--- config.mk ---
export PLATFORM = sky130hd
export DESIGN_NAME = monotonic_decimal_table_parser_core_flat
export DESIGN_NICKNAME = d
export VERILOG_FILES = /design/src/design/mdtp_pkg.sv /design/src/design/mdtp_if.sv /design/src/design/monotonic_decimal_table_parser_core.sv /design/src/design/mdtp_engine.sv /design/src/flat_wrapper.sv
export SDC_FILE = /design/constraint.sdc
export NUM_CORES = 1
export LEC_CHECK = 0
export ABC_AREA = 1
export BUFFER_PORTS_ARGS = -buffer_cell sky130_fd_sc_hd__buf_2
export CAP_MARGIN = 10
export CORE_MARGIN = 2
export CORE_UTILIZATION = 28
export CTS_CLUSTER_SIZE = 24
export DETAILED_ROUTE_END_ITERATION = 10
export SLEW_MARGIN = 20
export SYNTH_ARGS = -nofsm -noshare
export SYNTH_HDL_FRONTEND = slang
export SYNTH_HIERARCHICAL = 1
export SYNTH_SLANG_ARGS = --single-unit
--- constraint.sdc ---
create_clock -name clk_i -period 3.1 [get_ports clk_i]
set_input_delay 0.155 -clock clk_i [delete_from_list [all_inputs] [get_ports clk_i]]
set_output_delay 0.155 -clock clk_i [all_outputs]
set_load 0.1 [all_outputs]
--- src/design/mdtp_pkg.sv ---
// ----------------------------------------------------------------------------
// mdtp_pkg
// Shared types and constants for the monotonic decimal table parser.
// ----------------------------------------------------------------------------
`default_nettype none

package mdtp_pkg;

  localparam int unsigned LEVELS_DEFAULT = 16;

  localparam logic [7:0] MAX_VALUE = 8'd255;

  localparam logic [7:0] CHAR_CR    = 8'h0D;
  localparam logic [7:0] CHAR_LF    = 8'h0A;
  localparam logic [7:0] CHAR_SPACE = 8'h20;
  localparam logic [7:0] CHAR_TAB   = 8'h09;
  localparam logic [7:0] CHAR_HASH  = 8'h23;
  localparam logic [7:0] CHAR_SEMI  = 8'h3B;
  localparam logic [7:0] CHAR_ZERO  = 8'h30;
  localparam logic [7:0] CHAR_NINE  = 8'h39;

  typedef enum logic [1:0] {
    OP_FEED    = 2'd0,
    OP_FINISH  = 2'd1,
    OP_RESTART = 2'd2
  } opcode_e;

  typedef enum logic [3:0] {
    MODE_START   = 4'b0001,
    MODE_VALUE   = 4'b0010,
    MODE_AFTER   = 4'b0100,
    MODE_COMMENT = 4'b1000
  } mode_e;

  typedef struct packed {
    logic       status;
    logic       write_valid;
    logic [3:0] write_index;
    logic [7:0] write_value;
    logic [4:0] entries;
  } result_t;

endpackage

`default_nettype wire

--- src/design/mdtp_if.sv ---
// ----------------------------------------------------------------------------
// mdtp_if
// Valid/ready channels for the parser: text items in, table results out.
// ----------------------------------------------------------------------------
`default_nettype none

interface mdtp_in_if;
  logic       valid;
  logic       ready;
  logic [1:0] opcode;
  logic [7:0] char_byte;

  modport source (output valid, output opcode, output char_byte, input ready);
  modport sink   (input valid, input opcode, input char_byte, output ready);
endinterface

interface mdtp_out_if;
  logic       valid;
  logic       ready;
  logic       status;
  logic       write_valid;
  logic [3:0] write_index;
  logic [7:0] write_value;
  logic [4:0] entries;

  modport source (output valid, output status, output write_valid, output write_index,
                  output write_value, output entries, input ready);
  modport sink   (input valid, input status, input write_valid, input write_index,
                  input write_value, input entries, output ready);
endinterface

`default_nettype wire

--- src/design/monotonic_decimal_table_parser_core.sv ---
// ----------------------------------------------------------------------------
// monotonic_decimal_table_parser_core
// Byte-stream parser that builds a monotonic table of decimal levels.
// ----------------------------------------------------------------------------
//   Channel  Dir  Payload                                          Handshake
//   in_i     in   opcode[1:0], char_byte[7:0]                      valid/ready
//   out_o    out  status, write_valid, write_index[3:0],
//                 write_value[7:0], entries[4:0]                   valid/ready
//
// One item per cycle sustained while the result side is not stalled; the result
// of an item passes through the input register, then the result register,
// before it is shown on out_o.
// The parser state updates as the item moves from the input register to the
// result register, so items take effect strictly in order.
// A stalled result holds in the result register while one more item waits in
// the input register. Reset clears the parser state and both valid flags.
// ----------------------------------------------------------------------------
`default_nettype none

module monotonic_decimal_table_parser_core
  import mdtp_pkg::*;
#(
  parameter int unsigned LEVELS = LEVELS_DEFAULT
) (
  input  wire logic   clk_i,
  input  wire logic   rst_ni,
  mdtp_in_if.sink     in_i,
  mdtp_out_if.source  out_o
);

  logic       in_valid_q;
  logic [1:0] in_opcode_q;
  logic [7:0] in_char_q;
  logic       out_valid_q;
  result_t    out_res_q;
  result_t    step_res;
  logic       advance;

  assign advance  = in_valid_q && (!out_valid_q || out_o.ready);
  assign in_i.ready = !in_valid_q || advance;

  mdtp_engine #(
    .LEVELS (LEVELS)
  ) u_engine (
    .clk_i       (clk_i),
    .rst_ni      (rst_ni),
    .step_i      (advance),
    .opcode_i    (in_opcode_q),
    .char_byte_i (in_char_q),
    .result_o    (step_res)
  );

  always_ff @(posedge clk_i or negedge rst_ni) begin
    if (!rst_ni) begin
      in_valid_q  <= 1'b0;
      out_valid_q <= 1'b0;
    end else begin
      if (in_i.valid && in_i.ready) begin
        in_valid_q <= 1'b1;
      end else if (advance) begin
        in_valid_q <= 1'b0;
      end
      if (advance) begin
        out_valid_q <= 1'b1;
      end else if (out_o.ready) begin
        out_valid_q <= 1'b0;
      end
    end
  end

  always_ff @(posedge clk_i) begin
    if (in_i.valid && in_i.ready) begin
      in_opcode_q <= in_i.opcode;
      in_char_q   <= in_i.char_byte;
    end
    if (advance) begin
      out_res_q <= step_res;
    end
  end

  assign out_o.valid       = out_valid_q;
  assign out_o.status      = out_res_q.status;
  assign out_o.write_valid = out_res_q.write_valid;
  assign out_o.write_index = out_res_q.write_index;
  assign out_o.write_value = out_res_q.write_value;
  assign out_o.entries     = out_res_q.entries;

endmodule

`default_nettype wire

--- src/design/mdtp_engine.sv ---
// ----------------------------------------------------------------------------
// mdtp_engine
// Parser state and the per-item update: decode, digit accumulate, commit.
// ----------------------------------------------------------------------------
`default_nettype none

module mdtp_engine
  import mdtp_pkg::*;
#(
  parameter int unsigned LEVELS = LEVELS_DEFAULT
) (
  input  wire logic       clk_i,
  input  wire logic       rst_ni,
  input  wire logic       step_i,
  input  wire logic [1:0] opcode_i,
  input  wire logic [7:0] char_byte_i,
  output result_t         result_o
);

  localparam int unsigned CW = $clog2(LEVELS + 1);
  localparam logic [CW-1:0] LevelsC = CW'(LEVELS);

  mode_e         mode_q, mode_d;
  logic [7:0]    pending_q, pending_d;
  logic [7:0]    prev_q, prev_d;
  logic [CW-1:0] count_q, count_d;
  logic          err_q, err_d;

  logic          wr_valid;
  logic          is_blank, is_remark, is_digit, commit_ok;
  logic [3:0]    digit;
  logic [11:0]   next_val;

  assign is_blank  = (char_byte_i == CHAR_SPACE) || (char_byte_i == CHAR_TAB);
  assign is_remark = (char_byte_i == CHAR_HASH) || (char_byte_i == CHAR_SEMI);
  assign is_digit  = (char_byte_i >= CHAR_ZERO) && (char_byte_i <= CHAR_NINE);
  assign digit     = char_byte_i[3:0];
  assign next_val  = 12'({pending_q, 3'b000}) + 12'({pending_q, 1'b0}) + 12'(digit);
  assign commit_ok = (count_q < LevelsC) && !((count_q != '0) && (pending_q < prev_q));

  always_comb begin
    mode_d    = mode_q;
    pending_d = pending_q;
    prev_d    = prev_q;
    count_d   = count_q;
    err_d     = err_q;
    wr_valid  = 1'b0;
    case (opcode_i)
      OP_RESTART: begin
        mode_d    = MODE_START;
        pending_d = '0;
        prev_d    = '0;
        count_d   = '0;
        err_d     = 1'b0;
      end
      OP_FEED: begin
        if (!err_q && (char_byte_i != CHAR_CR)) begin
          if (char_byte_i == CHAR_LF) begin
            if ((mode_q == MODE_VALUE) || (mode_q == MODE_AFTER)) begin
              if (commit_ok) begin
                wr_valid  = 1'b1;
                prev_d    = pending_q;
                count_d   = count_q + 1'b1;
                mode_d    = MODE_START;
                pending_d = '0;
              end else begin
                err_d = 1'b1;
              end
            end else begin
              mode_d    = MODE_START;
              pending_d = '0;
            end
          end else begin
            case (mode_q)
              MODE_START: begin
                if (is_remark) begin
                  mode_d = MODE_COMMENT;
                end else if (is_digit) begin
                  pending_d = {4'b0000, digit};
                  mode_d    = MODE_VALUE;
                end else if (!is_blank) begin
                  err_d = 1'b1;
                end
              end
              MODE_VALUE, MODE_AFTER: begin
                if (is_digit && (mode_q == MODE_VALUE)) begin
                  if (next_val <= 12'(MAX_VALUE)) begin
                    pending_d = next_val[7:0];
                  end else begin
                    err_d = 1'b1;
                  end
                end else if (is_blank) begin
                  mode_d = MODE_AFTER;
                end else if (is_remark) begin
                  if (commit_ok) begin
                    wr_valid  = 1'b1;
                    prev_d    = pending_q;
                    count_d   = count_q + 1'b1;
                    pending_d = '0;
                    mode_d    = MODE_COMMENT;
                  end else begin
                    err_d = 1'b1;
                  end
                end else begin
                  err_d = 1'b1;
                end
              end
              default: begin
              end
            endcase
          end
        end
      end
      OP_FINISH: begin
        if (!err_q) begin
          if ((mode_q == MODE_VALUE) || (mode_q == MODE_AFTER)) begin
            if (commit_ok) begin
              wr_valid  = 1'b1;
              prev_d    = pending_q;
              count_d   = count_q + 1'b1;
              pending_d = '0;
              mode_d    = MODE_START;
              err_d     = ((count_q + 1'b1) != LevelsC);
            end else begin
              err_d = 1'b1;
            end
          end else begin
            mode_d = MODE_START;
            err_d  = (count_q != LevelsC);
          end
        end
      end
      default: begin
      end
    endcase
  end

  always_comb begin
    result_o.status      = err_d;
    result_o.write_valid = wr_valid;
    result_o.write_index = wr_valid ? 4'(count_q) : 4'd0;
    result_o.write_value = wr_valid ? pending_q : 8'd0;
    result_o.entries     = 5'(count_d);
  end

  always_ff @(posedge clk_i or negedge rst_ni) begin
    if (!rst_ni) begin
      mode_q    <= MODE_START;
      pending_q <= '0;
      prev_q    <= '0;
      count_q   <= '0;
      err_q     <= 1'b0;
    end else if (step_i) begin
      mode_q    <= mode_d;
      pending_q <= pending_d;
      prev_q    <= prev_d;
      count_q   <= count_d;
      err_q     <= err_d;
    end
  end

endmodule

`default_nettype wire

--- src/flat_wrapper.sv ---
// flat-port wrapper written by rule: the top's interface ports become plain ports
module monotonic_decimal_table_parser_core_flat import mdtp_pkg::*;
#(
  parameter int unsigned LEVELS = LEVELS_DEFAULT
)
  (clk_i, rst_ni, in_i_valid, in_i_opcode, in_i_char_byte, in_i_ready, out_o_valid, out_o_status, out_o_write_valid, out_o_write_index, out_o_write_value, out_o_entries, out_o_ready);
  mdtp_in_if in_i_i ();
  mdtp_out_if out_o_i ();
  input  wire logic clk_i;
  input  wire logic rst_ni;
  input wire logic [$bits(in_i_i.valid)-1:0] in_i_valid;
  input wire logic [$bits(in_i_i.opcode)-1:0] in_i_opcode;
  input wire logic [$bits(in_i_i.char_byte)-1:0] in_i_char_byte;
  output wire logic [$bits(in_i_i.ready)-1:0] in_i_ready;
  output wire logic [$bits(out_o_i.valid)-1:0] out_o_valid;
  output wire logic [$bits(out_o_i.status)-1:0] out_o_status;
  output wire logic [$bits(out_o_i.write_valid)-1:0] out_o_write_valid;
  output wire logic [$bits(out_o_i.write_index)-1:0] out_o_write_index;
  output wire logic [$bits(out_o_i.write_value)-1:0] out_o_write_value;
  output wire logic [$bits(out_o_i.entries)-1:0] out_o_entries;
  input wire logic [$bits(out_o_i.ready)-1:0] out_o_ready;
  assign in_i_i.valid = in_i_valid;
  assign in_i_i.opcode = in_i_opcode;
  assign in_i_i.char_byte = in_i_char_byte;
  assign in_i_ready = in_i_i.ready;
  assign out_o_valid = out_o_i.valid;
  assign out_o_status = out_o_i.status;
  assign out_o_write_valid = out_o_i.write_valid;
  assign out_o_write_index = out_o_i.write_index;
  assign out_o_write_value = out_o_i.write_value;
  assign out_o_entries = out_o_i.entries;
  assign out_o_i.ready = out_o_ready;
  monotonic_decimal_table_parser_core #(.LEVELS(LEVELS)) u_core (.clk_i(clk_i), .rst_ni(rst_ni), .in_i(in_i_i), .out_o(out_o_i));
endmodule
Word-level counts from Yosys, hierarchy flattened
Index checks and enable logic that the tools add are counted.
{"block": "totals", "ff_bits": 57, "out_inout_bits": 21, "elab_cells": 154}
{"block": "classes", "n_addsub": 3, "order_cmp": 5, "eq_ne": 30, "n_mux": 77, "n_reduce_logical": 25}
{"cell": "8-bit two-way mux", "n": 21}
{"cell": "8-bit case mux with 3 select lines", "n": 2}
{"cell": "5-bit two-way mux", "n": 9}
{"cell": "4-bit two-way mux", "n": 11}
{"cell": "5-bit inequality test (second input constant)", "n": 8}
{"cell": "1-bit two-way mux", "n": 27}
{"cell": "8-bit by 6-bit equality test with 1-bit output (second input constant)", "n": 3}
{"cell": "8-bit by 4-bit equality test with 1-bit output (second input constant)", "n": 2}
{"cell": "8-bit case mux with 2 select lines", "n": 1}
{"cell": "5-bit case mux with 3 select lines", "n": 1}
{"cell": "11-bit by 9-bit adder with 12-bit output", "n": 1}
{"cell": "12-bit by 4-bit adder with 12-bit output", "n": 1}
{"cell": "12-bit by 8-bit less-or-equal comparator with 1-bit output (second input constant)", "n": 1}
{"cell": "3-bit inequality test (second input constant)", "n": 4}
{"cell": "4-bit inequality test (second input constant)", "n": 3}
{"cell": "4-bit case mux with 3 select lines", "n": 1}
{"cell": "11-bit AND reduction", "n": 1}
{"cell": "9-bit AND reduction", "n": 1}
{"cell": "8-bit by 6-bit >= comparator with 1-bit output (second input constant)", "n": 1}
{"cell": "8-bit by 6-bit less-or-equal comparator with 1-bit output (second input constant)", "n": 1}
{"cell": "8-bit less-than comparator", "n": 1}
{"cell": "8-bit by 4-bit inequality test with 1-bit output (second input constant)", "n": 1}
{"cell": "4-bit case mux with 2 select lines", "n": 1}
{"cell": "8-bit AND reduction", "n": 1}
{"cell": "19 further kinds", "n": 36}

Longest topological paths before layout
{"block": "depth", "depth_word": 12, "mapped_depth": 21, "depth_no_buf": 21}

By module
Netlist, hierarchy kept.
{"module": "mdtp_engine", "n_inst": 1, "cells_per_inst": 441, "area_each_um2": 2919.0, "seq_area_each_um2": 651.9}
{"module": "monotonic_decimal_table_parser_core", "n_inst": 1, "cells_per_inst": 41, "area_each_um2": 965.9, "seq_area_each_um2": 920.9}

Least setup slack after synthesis
Ideal clock, no wire load.
{"block": "synth_path", "kind": "reg2reg", "from": "reg u_core.out_valid_q (netlist: u_core/out_o.valid)", "to": "reg u_core.u_engine.pending_q[1]", "setup_ns": 0.065, "t_arrival_ns": 2.992, "t_required_ns": 3.035, "slack_ns": 0.043, "stages_incl_launch_ff": 10, "synth_period_minus_slack_ns": 3.057, "path_cell_list": "dfrtp_1 > a21oi_1 > o21ai_1 > nor3_2 > o21ai_1 > nor2_2 > nand2_4 > inv_4 > nand2_1 > nand2_1"}
{"block": "synth_between", "elab_chain_cells": 4}
{"item": "start: declaration", "line": "monotonic_decimal_table_parser_core.sv:34", "rtl": "logic out_valid_q;"}
{"item": "start signal: assignment", "line": "monotonic_decimal_table_parser_core.sv:56", "rtl": "out_valid_q <= 1'b0;"}
{"item": "start signal: assignment", "line": "monotonic_decimal_table_parser_core.sv:64", "rtl": "out_valid_q <= 1'b1;"}
{"item": "start signal: assignment", "line": "monotonic_decimal_table_parser_core.sv:66", "rtl": "out_valid_q <= 1'b0;"}
{"item": "1-bit zero test", "line": "monotonic_decimal_table_parser_core.sv:39", "rtl": "assign advance = in_valid_q && (!out_valid_q || out_o.ready);"}
{"item": "1-bit logical OR", "line": "monotonic_decimal_table_parser_core.sv:39"}
{"item": "1-bit logical AND", "line": "monotonic_decimal_table_parser_core.sv:39"}
{"item": "net u_core.advance", "line": "monotonic_decimal_table_parser_core.sv:37", "rtl": "logic advance;"}
{"item": "11-bit AND reduction (no source line)"}
{"item": "end signal: assignment", "line": "mdtp_engine.sv:155", "rtl": "pending_q <= pending_d;"}
{"item": "end: declaration", "line": "mdtp_engine.sv:24", "rtl": "logic [7:0] pending_q, pending_d;"}
The timed path passes the listed nets, and every way through them passes these cells.
A chain may end at the register's enable or synchronous reset.

Worst setup path after layout
{"block": "layout_path", "from": "reg u_core.in_char_q[3]", "to": "reg u_core.u_engine.pending_q[5]"}
{"block": "layout_between", "elab_chain_cells": 8, "word_cells_on_any_way": 29, "cone_classes": "1 x add/sub; 3 x order compare; 13 x eq/ne; 6 x mux; 6 x reduce/logical"}
{"item": "start: declaration", "line": "monotonic_decimal_table_parser_core.sv:33", "rtl": "logic [7:0] in_char_q;"}
{"item": "start signal: assignment", "line": "monotonic_decimal_table_parser_core.sv:74", "rtl": "in_char_q <= in_i.char_byte;"}
{"item": "branches (longest 8 deep; another with 12-bit by 4-bit adder with 12-bit output)"}
Parallel ways; which one is timed is not known. The select of a mux whose other input is x is not followed.

==> results.ini <==
[outcome]
status = finished clean

[clock_network]
cts_setup_buffers = 0
cts-resized-gates = 0
cts_buffers = 9
worstSkewPairLatency_ns = 0.33
cts-root-buf = clkbuf_16
hold_buffers = 10
cts_max_path_buffers = 2
cts_tree = done
htree_levels = 3
clock-sinks = 57
path_clk_slew_ns = 0.05

[cells_and_area]
num_antenna_cells = 0
ff_latch_area_um2 = 1570
final_cell_mix = nand2_1, inv_1, nor2_1
layout-drive-gt1-share_pct = 19.7
layout_commonest_cell = nand2_1
nFillCells = 1421
final_nets = 573
multi_input_area_um2 = 1980
final_cell_count_no_fill = 717
area_growth_pct = 20.3

[synth]
yosysWarnings = 6
ys_seq_area_share_pct = 40.5
async_flop_share_pct = 49.1
synthTopCellsByArea = edfxtp_1, dfrtp_1, nand2_1
syn-cell-area_um2 = 3880
yosysTopAreaCellShare_pct = 22.4
syn_avg_cell_area_um2 = 8.06
synth_edf_count = 29
synthCells = 482
ys.flop_type = edfxtp_1
ys_ff_latch = 57
synth_top_area_cell = edfxtp_1
syn_nets = 523
synth_cell_types = 46

[detailed_routing]
wl_per_cell_um = 12.4
drc = 0
via_per_inst = 4.73
detail-route-antenna-nets = 0
vias = 3388
routed_wl_mm = 8.92
drt_iter0_markers = 426
firstDrtPassIters = 6

[power_and_ir_drop]
p_int_mw = 1.80
power_frac_clock_pct = 37.0
p_leak_nw = 2.16
worst_ir_drop_vdd_uv = 276
finalPower_mw = 2.76
p_sw_mw = 0.961
p_per_area_nw_per_um2 = 592
pwr-share-seq_pct = 34.1
combPwrFrac_pct = 28.9
sw_frac_of_total_pct = 34.8

[timing]
rsz0062_at_grt = no
fin_crit_ns = 2.83
holdWs_ns = 0.0181
finalCritPeriodShare_pct = 91.4
worst_slew_pin_slew_ns = 0.642
hold_viol = 0
max_slew_margin_pct = 57.2
tns_ns = 0
setup_ws_ns = 0.266
clock.fmax_ghz = 0.353
setup_violations = 0
slew_viol_final = 0
skew_ns = 0.00483

[grt]
grt_usage_pct = 12.6
grt_max_degree = 32
antenna_found_initial = 0
grt_pass1_vias = 2930
overflow = 0
grt_pass1_wl_mm = 14.6

[flow_run]
max_cap_viol_count = 0

[place]
portBuffers = 34
hpwl_mm = 6.66
routabilityCongestion = 0.856
dpl.cell_count = 691
dp_worst_setup_slack_ns = 0.281

[min_path]
hold_class = input port to flip-flop

[worst_setup_path]
cp-end-kind = flip-flop
cp_max_fo = 9
required_ns = 3.31
start_kind = flip-flop
crit_type = flip-flop to flip-flop
cp_data_arrival_time_ns = 3.04

[die]
io-pin-count = 35
die_area_um2 = 14800
start_util_pct = 28.3
core_area_um2 = 13700
rows = 43
dieHeight_um = 122
die_w_um = 122

==> final timing paths <==
path                                      from                           end  slack (ns)  cells after the start
max                        u_core/in_char_q[3]  u_core/u_engine/pending_q[5]        0.27                     18
min                          in_i_char_byte[3]           u_core/in_char_q[3]        0.02                      1
max reg2reg                u_core/in_char_q[3]  u_core/u_engine/pending_q[5]        0.27                     18
min reg2reg                  u_core/in_valid_q            u_core/out_o.valid        0.52                      2
max in group asynchronous               rst_ni  u_core/u_engine/pending_q[3]        2.29                      2
min in group asynchronous               rst_ni    u_core/u_engine/count_q[1]        0.39                      2
==> metal layers <==
| layer | GRT usage [%] | up-vias | routed length, um |
|---|---|---|---|
| li1 | - | 1701 | - |
| met1 | 17.6 | 1559 | 4260 |
| met2 | 18.5 | 111 | 3920 |
| met3 | 4.07 | 17 | 608 |
| met4 | 3.81 | 0 | 129 |
| met5 | 0 | - | 0 |
==> critical path, stage by stage (launching register included) <==
cell and delay [ns]:
edfxtp_1 0.42, inv_2 0.09, fa_1 0.53, fa_1 0.44, inv_1 0.11, nand2_1 0.06, nand3_1 0.10, nand2_1 0.08
nand2_1 0.10, xor2_1 0.14, nor2_1 0.05, nand3b_1 0.09, nand2_1 0.06, nand2_1 0.06, nand2_1 0.08, nand2_4 0.13
inv_4 0.07, nand2_1 0.06, nand2_1 0.06
==> Yosys cell counts, types with 4 or more instances <==
library cell,n
nor2_1,37
inv_2,15
o21ai_0,27
ha_1,25
o21ai_1,9
nand3_1,28
o21ai_2,6
inv_1,57
nand4_1,4
dfrtp_1,27
nand2_1,127
nor2_2,5
a21oi_1,23
edfxtp_1,29
nand3_2,4
==> power groups by stage <==
stage          registers, mW  logic, mW  clock network [mW]
2_1_floorplan           1.08      0.468                   0
3_3_place_gp           0.955      0.776                   0
3_5_place_dp           0.957      0.784                   0
4_1_cts                0.945      0.797                1.05
5_1_grt                0.952      0.883                1.08
6_report               0.944      0.798                1.02
==> kinds of logic after synthesis <==
group | synth area share, %
buf+inv | 8.63
simple gates | 27.9
compound gates | 12.8
flops | 40.5
fa+ha+maj | 9.08
xor+xnor | 1.13
==> layout make-up <==
type	instances	share of cell area, %
Timing Repair Buffer	48	6.43
Multi-Input combinational cell	343	42.4
Tap cell	180	4.82
Clock inverter	4	1.04
Sequential cell	57	33.7
Inverter	73	5.92
Clock buffer	12	5.73
==> per-stage QoR <==
| stage | instance area (um2) | utilization (%) |
|---|---|---|
| after CTS | 4670 | 34.1 |
| after detailed placement | 4260 | 31.0 |
| final | 4670 | 34.1 |
| after global routing | 4670 | 34.1 |
| after floorplan | 3880 | - |
| after global placement | 4260 | 31.0 |
==> registers in the layout (all words and copies together), names as in the netlist <==
signal and flops:
u_core/u_engine/count_q 5, u_core/in_opcode_q 2, u_core/u_engine/prev_q 8, u_core/u_engine/err_q 1, u_core/out_o.write_valid 1, u_core/u_engine/mode_q 4
u_core/in_char_q 8, u_core/in_valid_q 1, u_core/out_o.write_value 8, u_core/u_engine/pending_q 8, u_core/out_o.status 1, u_core/out_o.entries 5
u_core/out_o.valid 1, u_core/out_o.write_index 4
No activity file was read; power rests on OpenSTA's default activity.
